`src/design/bmhq_pkg.sv`:
```
// ----------------------------------------------------------------------------
// bmhq_pkg
// Shared types and constants of the binary max-heap queue.
// ----------------------------------------------------------------------------
`timescale 1ns / 1ps
`default_nettype none

package bmhq_pkg;

    localparam int DEF_CAPACITY = 1024;
    localparam int DATA_W       = 32;
    localparam int COUNT_OUT_W  = 11;

    typedef enum logic [1:0] {
        ST_DONE  = 2'd0,
        ST_FULL  = 2'd1,
        ST_EMPTY = 2'd2
    } t_status;

    typedef struct packed {
        logic signed [DATA_W-1:0] x;
        logic signed [DATA_W-1:0] y;
        logic signed [DATA_W-1:0] pri;
    } t_entry;

    localparam int ENTRY_W = $bits(t_entry);

    typedef struct packed {
        t_status                  status;
        logic signed [DATA_W-1:0] removed_x;
        logic signed [DATA_W-1:0] removed_y;
        logic signed [DATA_W-1:0] head_x;
        logic signed [DATA_W-1:0] head_y;
        logic [COUNT_OUT_W-1:0]   count;
        logic                     empty;
    } t_result;

    typedef enum logic [2:0] {
        S_IDLE,
        S_UP_RD,
        S_UP_EV,
        S_DN_FETCH,
        S_DN_RD,
        S_DN_EV,
        S_HD_RD,
        S_HD_EV
    } t_state;

endpackage

`default_nettype wire

```
`src/design/bmhq_ctrl.sv`:
```
// ----------------------------------------------------------------------------
// bmhq_ctrl
// Sequencer for insert (sift up) and remove (sift down) over the heap store.
// ----------------------------------------------------------------------------
`timescale 1ns / 1ps
`default_nettype none

module bmhq_ctrl
    import bmhq_pkg::*;
#(
    parameter int CAPACITY = DEF_CAPACITY,
    localparam int AW      = $clog2(CAPACITY),
    localparam int CW      = $clog2(CAPACITY + 1),
    localparam int KW      = AW + 2
) (
    input  wire logic                     i_clk,
    input  wire logic                     i_rst_n,
    // item in
    input  wire logic                     i_start,
    input  wire logic                     i_mode,
    input  wire t_entry                   i_entry,
    output logic                          o_idle,
    // result out
    input  wire logic                     i_res_free,
    output logic                          o_done,
    output t_result                       o_res,
    // store
    output logic                          o_we,
    output logic [AW-1:0]                 o_waddr,
    output t_entry                        o_wdata,
    output logic                          o_re,
    output logic [AW-1:0]                 o_raddr_a,
    output logic [AW-1:0]                 o_raddr_b,
    input  wire t_entry                   i_rdata_a,
    input  wire t_entry                   i_rdata_b
);

    t_state                   r_state, n_state;
    logic [CW-1:0]            r_count, n_count;
    logic [AW-1:0]            r_node,  n_node;
    t_entry                   r_cur,   n_cur;
    t_status                  r_status, n_status;
    logic signed [DATA_W-1:0] r_rem_x, n_rem_x;
    logic signed [DATA_W-1:0] r_rem_y, n_rem_y;

    logic [AW-1:0] w_node_m1;
    logic [AW-1:0] w_parent;
    logic [AW-1:0] w_last;
    logic [KW-1:0] w_kid;
    logic [KW-1:0] w_kid1;
    logic [KW-1:0] w_count_k;
    logic          w_full;
    logic          w_take_b;
    t_entry        w_pick;
    logic [AW-1:0] w_pick_idx;

    assign w_node_m1 = r_node - AW'(1);
    assign w_parent  = w_node_m1 >> 1;
    assign w_last    = AW'(r_count - CW'(1));
    assign w_kid     = {1'b0, r_node, 1'b1};
    assign w_kid1    = w_kid + KW'(1);
    assign w_count_k = KW'(r_count);
    assign w_full    = (r_count == CW'(CAPACITY));

    // right child only when it exists and is strictly greater
    assign w_take_b   = (w_kid1 < w_count_k) &&
                        ($signed(i_rdata_a.pri) < $signed(i_rdata_b.pri));
    assign w_pick     = w_take_b ? i_rdata_b : i_rdata_a;
    assign w_pick_idx = w_take_b ? w_kid1[AW-1:0] : w_kid[AW-1:0];

    always_ff @(posedge i_clk) begin
        if (!i_rst_n) begin
            r_state <= S_IDLE;
            r_count <= '0;
        end else begin
            r_state <= n_state;
            r_count <= n_count;
        end
    end

    always_ff @(posedge i_clk) begin
        r_node   <= n_node;
        r_cur    <= n_cur;
        r_status <= n_status;
        r_rem_x  <= n_rem_x;
        r_rem_y  <= n_rem_y;
    end

    always_comb begin
        n_state   = r_state;
        n_count   = r_count;
        n_node    = r_node;
        n_cur     = r_cur;
        n_status  = r_status;
        n_rem_x   = r_rem_x;
        n_rem_y   = r_rem_y;
        o_idle    = 1'b0;
        o_done    = 1'b0;
        o_we      = 1'b0;
        o_waddr   = r_node;
        o_wdata   = r_cur;
        o_re      = 1'b0;
        o_raddr_a = '0;
        o_raddr_b = '0;

        o_res.status    = r_status;
        o_res.removed_x = r_rem_x;
        o_res.removed_y = r_rem_y;
        o_res.head_x    = (r_count != '0) ? i_rdata_a.x : '0;
        o_res.head_y    = (r_count != '0) ? i_rdata_a.y : '0;
        o_res.count     = COUNT_OUT_W'(r_count);
        o_res.empty     = (r_count == '0);

        case (r_state)
            S_IDLE: begin
                o_idle = 1'b1;
                if (i_start) begin
                    n_rem_x  = '0;
                    n_rem_y  = '0;
                    n_status = ST_DONE;
                    if (!i_mode) begin
                        if (w_full) begin
                            n_status = ST_FULL;
                            n_state  = S_HD_RD;
                        end else begin
                            n_node  = AW'(r_count);
                            n_cur   = i_entry;
                            n_count = r_count + CW'(1);
                            n_state = S_UP_RD;
                        end
                    end else begin
                        if (r_count == '0) begin
                            n_status = ST_EMPTY;
                            n_state  = S_HD_RD;
                        end else begin
                            o_re      = 1'b1;
                            o_raddr_a = '0;
                            o_raddr_b = w_last;
                            n_state   = S_DN_FETCH;
                        end
                    end
                end
            end

            S_UP_RD: begin
                if (r_node == '0) begin
                    o_we    = 1'b1;
                    n_state = S_HD_RD;
                end else begin
                    o_re      = 1'b1;
                    o_raddr_a = w_parent;
                    n_state   = S_UP_EV;
                end
            end

            S_UP_EV: begin
                o_we = 1'b1;
                if ($signed(i_rdata_a.pri) > $signed(r_cur.pri)) begin
                    n_state = S_HD_RD;
                end else begin
                    // parent moves down into the hole
                    o_wdata = i_rdata_a;
                    n_node  = w_parent;
                    n_state = S_UP_RD;
                end
            end

            S_DN_FETCH: begin
                n_rem_x = i_rdata_a.x;
                n_rem_y = i_rdata_a.y;
                n_cur   = i_rdata_b;
                n_node  = '0;
                n_count = r_count - CW'(1);
                n_state = (r_count == CW'(1)) ? S_HD_RD : S_DN_RD;
            end

            S_DN_RD: begin
                if (w_kid >= w_count_k) begin
                    o_we    = 1'b1;
                    n_state = S_HD_RD;
                end else begin
                    o_re      = 1'b1;
                    o_raddr_a = w_kid[AW-1:0];
                    o_raddr_b = w_kid1[AW-1:0];
                    n_state   = S_DN_EV;
                end
            end

            S_DN_EV: begin
                o_we = 1'b1;
                if ($signed(r_cur.pri) >= $signed(w_pick.pri)) begin
                    n_state = S_HD_RD;
                end else begin
                    // larger child moves up into the hole
                    o_wdata = w_pick;
                    n_node  = w_pick_idx;
                    n_state = S_DN_RD;
                end
            end

            S_HD_RD: begin
                o_re      = 1'b1;
                o_raddr_a = '0;
                n_state   = S_HD_EV;
            end

            S_HD_EV: begin
                if (i_res_free) begin
                    o_done  = 1'b1;
                    n_state = S_IDLE;
                end
            end

            default: begin
                n_state = S_IDLE;
            end
        endcase
    end

endmodule

`default_nettype wire

```
`config.mk`:
```
export PLATFORM = sky130hd
export DESIGN_NAME = bmhq_ctrl
export DESIGN_NICKNAME = d
export VERILOG_FILES = /design/src/design/bmhq_pkg.sv /design/src/design/bmhq_ctrl.sv
export SDC_FILE = /design/constraint.sdc
export NUM_CORES = 1
export LEC_CHECK = 0
export BUFFER_PORTS_ARGS = -buffer_cell sky130_fd_sc_hd__buf_2
export CAP_MARGIN = 20
export CORE_AREA = 2 2 222 224
export CTS_BUF_LIST = sky130_fd_sc_hd__clkbuf_16
export CTS_CLUSTER_DIAMETER = 30
export CTS_CLUSTER_SIZE = 10
export DETAILED_ROUTE_END_ITERATION = 6
export DIE_AREA = 0 0 224 226
export SETUP_SLACK_MARGIN = 0.2
export SLEW_MARGIN = 10
export SYNTH_ARGS = -nofsm -noshare
export SYNTH_HDL_FRONTEND = slang
export SYNTH_SLANG_ARGS = --single-unit
```
`constraint.sdc`:
```
create_clock -name i_clk -period 21.6 [get_ports i_clk]
set_clock_uncertainty 0.05 [all_clocks]
set_input_delay 4.32 -clock i_clk [delete_from_list [all_inputs] [get_ports i_clk]]
set_output_delay 4.32 -clock i_clk [all_outputs]
set_load 0.005 [all_outputs]
```
* Yosys cells after proc, flatten, opt, wreduce, memory -nomap -nowiden
Index checks and enable logic that the tools add are counted.
Word-level totals: register bits after elaboration 186, input port bits 293, output and inout port bits 272, logic and storage cells 104
Operators by class: $add $sub $neg 4, magnitude comparators 5, equality and inequality tests 15, mux-type cells 58, reduce and logical (&&, ||, !) cells 13
Operators with widths (number):
- 96-bit two-way mux | 6
- 96-bit one-hot mux with 2 select lines | 2
- 32-bit one-hot mux with 2 select lines | 2
- 10-bit two-way mux | 11
- 32-bit two-way mux | 3
- 10-bit one-hot mux with 2 select lines | 2
- 10-bit one-hot mux with 4 select lines | 1
- 11-bit two-way mux | 3
- 32-bit greater-or-equal comparator | 1
- 32-bit > comparator | 1
- 32-bit less-than comparator | 1
- 3-bit one-hot mux with 8 select lines | 1
- 11-bit one-hot mux with 2 select lines | 1
- 3-bit two-way mux | 7
- 11-bit by 1-bit adder with 12-bit output (second input constant) | 1
- 3-bit equality test (second input constant) | 4
- 12-bit by 11-bit less-than comparator with 1-bit output | 1
- 2-bit inequality test (second input constant) | 6
- 11-bit by 1-bit adder with 11-bit output (second input constant) | 1
- 11-bit by 1-bit equality test with 1-bit output (second input constant) | 1
- 11-bit equality test (second input constant) | 1
- 11-bit greater-or-equal comparator | 1
- 11-bit logical NOT | 1
- 1-bit two-way mux | 11
- 18 further kinds | 25

* Logic depth before layout (Yosys ltp)
depth after elaboration 7, depth in mapped cells 27, gate-level depth less buffers 21

* Worst setup path after synthesis
No wires, ideal clock.
path kind in2out, start point input i_rdata_b[9] (netlist name), end point output o_wdata[17] (netlist name), data arrival time 8521 ps, required time 17230 ps, setup slack 8709 ps, cell stages on the path 20, buffers on the path 4, cells stage by stage inv_1 -> ha_1 -> a21o_1 -> a2111oi_0 -> a31oi_2 -> nor3_4 -> buf_2 -> buf_2 -> mux2i_1 -> ha_1 -> nand4_1 -> nor4_1 -> a21boi_1 -> o31ai_1 -> a31oi_1 -> or4_1 -> buf_2 -> clkbuf_1 -> a21boi_0 -> a221o_1
RTL lines:
- from (decl) | line bmhq_ctrl.sv:35 | input wire t_entry i_rdata_b
- to (decl) | line bmhq_ctrl.sv:30 | output t_entry o_wdata,

==> flow_summary.json <==
{
  "drc_errors": 0,
  "crit_arrival_ps": 10450,
  "final_antenna_net_count": 0,
  "synth_top_area_share_pct": 36.36,
  "worst_pin_slew_ps": 1013,
  "hold_buffers": 0,
  "postCtsSetupBuffers": 0,
  "vdd_drop_max_mv": 0.06202,
  "cts_tree": "yes",
  "drv_slew": 0,
  "worstPathCellList": "buf_2 > inv_1 > ha_1 > a21oi_1 > o21ai_0 > a2111oi_0 > a31oi_2 > nor3_4 > buf_4 > mux2i_1 > ha_1 > nand4_1 > nor4_1 > a21boi_1 > o31ai_1 > a31oi_1 > or4_4 > buf_4 > a21boi_0 > a221o_1 > buf_2",
  "hp-start": "r_state[1]$_SDFFE_PN0P_",
  "synth.distinct_cells": 71,
  "hpwl_mm": 48.14,
  "fin_nets": 2444,
  "row_count": 81,
  "synth_area_leaders": "edfxtp_1, ha_1, nand2_1, a221o_1, a21boi_0",
  "drv_cap": 0,
  "finalPower_mw": 2.099,
  "min_to": "r_state[2]$_SDFFE_PN0P_",
  "holdPathStages": 2,
  "rrSetupSlack_ps": 14450,
  "cts_root_buffer": "clkbuf_16",
  "min_period_ps": 14820,
  "rr_startpoint": "o_waddr[3]$_DFFE_PP_",
  "seq_area_um2": 5446,
  "cp-end-kind": "output port",
  "reg2reg_depth": 21,
  "power_per_cell_area_nw_per_um2": 115.8,
  "start_util_pct": 29.39,
  "grt_setup_unrepaired": "false",
  "stdcell_area_um2": 18130,
  "antenna_found_initial": 14,
  "setup_viol": 0,
  "wl_per_cell_um": 23.92,
  "timing.rr.end": "o_waddr[2]$_DFFE_PP_",
  "drt_iter0_markers": 1313,
  "gp_congestion": 0.9817,
  "grt_max_degree": 78,
  "multi_input_area_um2": 8023,
  "routed_via_density": 5.509,
  "async_reset_ff_share_pct": 0,
  "synthesis.nets": 1955,
  "holdWs_ps": 636.5,
  "status": "finished clean",
  "fmax_mhz": 67.49,
  "cp_max_fo": 50,
  "ys_warn_count": 0,
  "period_share_pct": 68.59,
  "setup-tns-final_ps": 0,
  "synth_area_leader_cell": "edfxtp_1",
  "hp-class": "register to register",
  "postCtsResizedCells": 0,
  "die_area_um2": 50620,
  "required_ps": 17230,
  "route.vias.total": 14720,
  "gr-usage-all-layers_pct": 24.18,
  "htree_num_levels": 4,
  "syn-cell-area_um2": 14210,
  "clk_pin_slew_worst_paths_ps": 70,
  "dieHeight_um": 226,
  "path_buf_inv": 5,
  "crit_family": "compound AO/OA/AOI/OAI gates",
  "fillers": 4968,
  "io_pins": 565,
  "maxSlewHeadroom_pct": 32.49,
  "first_pass_iters": 7,
  "io_buffers": 564,
  "synth-main-ff-cell": "edfxtp_1",
  "syn_area_per_cell_um2": 9.219,
  "clk_path_buf_depth": 2,
  "power_leakage_nw": 8.463,
  "worstSetupPathType": "input pin to output port",
  "placed_cell_area_um2": 17500,
  "die_w_um": 224,
  "syn2layout_area_growth_pct": 27.64,
  "grt_first_pass_wirelength_mm": 90.83,
  "gr-total-overflow": 0,
  "synth_seq_cells": 186,
  "clkLatencyLatePin_ps": 500,
  "synth_edf_count": 172,
  "final_layout_size_suffix_gt1_share_pct": 30.98,
  "start_kind": "input pin",
  "synth_seq_area_share_pct": 38.33,
  "cp_slowest_cell": "or4_4",
  "final_common_cell": "buf_2",
  "grt_pass1_vias": 14170,
  "mostFrequentLayoutCells": "buf_2, nand2_1, edfxtp_1, ha_1, a221o_1",
  "hold_viol_final": 0,
  "synth_cells": 1541,
  "cts.sinks": 186,
  "cts_buffers": 17,
  "core_um2": 48340,
  "wirelength_mm": 63.92,
  "slowest_delay_ps": 610
}
report_power, final:
| group | total (mW) | switching, mW | internal (mW) |
|---|---|---|---|
| Clock | 0.347 | 0.163 | 0.184 |
| Combinational | 1.13 | 0.677 | 0.451 |
| Sequential | 0.625 | 0.0913 | 0.533 |
layer usage:
metal / wire length (um) / global-route usage, %
met4: 3181 / 14.06
met3: 4379 / 4.749
met1: 25250 / 28.61
met2: 31040 / 40.88
met5: 60 / 0
tightest hold or removal path, stage by stage (launching register included):
cell     delay (ps)
dfxtp_1         450
nand2_1         110
a31oi_1          80
cell usage after synthesis (7+ instances only):
master / instances
a21boi_0: 62
a21boi_1: 41
a21oi_1: 55
a221o_1: 97
a31oi_1: 7
and2_1: 8
and3_1: 66
buf_1: 8
buf_2: 23
clkbuf_1: 71
dfxtp_1: 14
edfxtp_1: 172
ha_1: 121
inv_1: 81
mux2i_1: 32
nand2_1: 285
nand2b_1: 7
nand3_1: 24
nand4_1: 21
nor2_1: 33
nor2b_1: 68
nor3_1: 20
nor4_1: 11
o211ai_1: 8
o21ai_0: 62
o2bb2ai_1: 14
xnor2_1: 29
xor2_1: 9
cell families (layout without fill, tap and decap cells):
group	count (synthesis)	after routing	share of synthesized area [%]
flops	186	186	38.33
fa+ha+maj	121	121	10.66
xor+xnor	38	38	2.343
mux	33	33	2.334
compound gates	404	404	21.38
buf+inv	193	695	5.646
simple gates	566	566	19.32
other cells	0	7	0
worst max path at each step:
stage / start / end / slack (ps) / cells past startpoint
after floorplan: i_rdata_b[9] / o_wdata[17] / 8710 / 20
after global placement: i_rdata_b[13] / o_wdata[44] / 6940 / 20
after detailed placement: i_rdata_b[13] / o_wdata[49] / 6760 / 21
after CTS: i_rdata_b[29] / o_wdata[49] / 6770 / 21
after global routing: i_rdata_b[13] / o_wdata[49] / 6160 / 21
final: i_rdata_b[13] / o_wdata[45] / 6780 / 21
layout make-up:
| class | instances | area share, % |
|---|---|---|
| multi-input cells | 1162 | 44.25 |
| clock inverters | 15 | 1.021 |
| repair buffers | 580 | 16.23 |
| flip-flops and latches | 186 | 30.04 |
| inverters | 83 | 1.732 |
| clock buffers | 17 | 2.346 |
| well taps | 622 | 4.292 |
| diodes | 7 | 0.09660 |
flip-flops by register name (all words and copies together) (netlist names):
register	count
r_rem_x	32
r_rem_y	32
r_count	11
o_waddr	10
r_state	3
r_status	2
r_cur	96
per-stage QoR:
stage | worst slack, ps | util (%) | instances
finish | 6784 | 37.51 | 2672
global route | 6158 | 37.48 | 2667
global placement | 6936 | 36.21 | 2633
floorplan | 8709 | - | 1541
CTS | 6773 | 37.47 | 2665
detailed placement | 6757 | 36.21 | 2633
No activity file was read; power rests on OpenSTA's default activity.
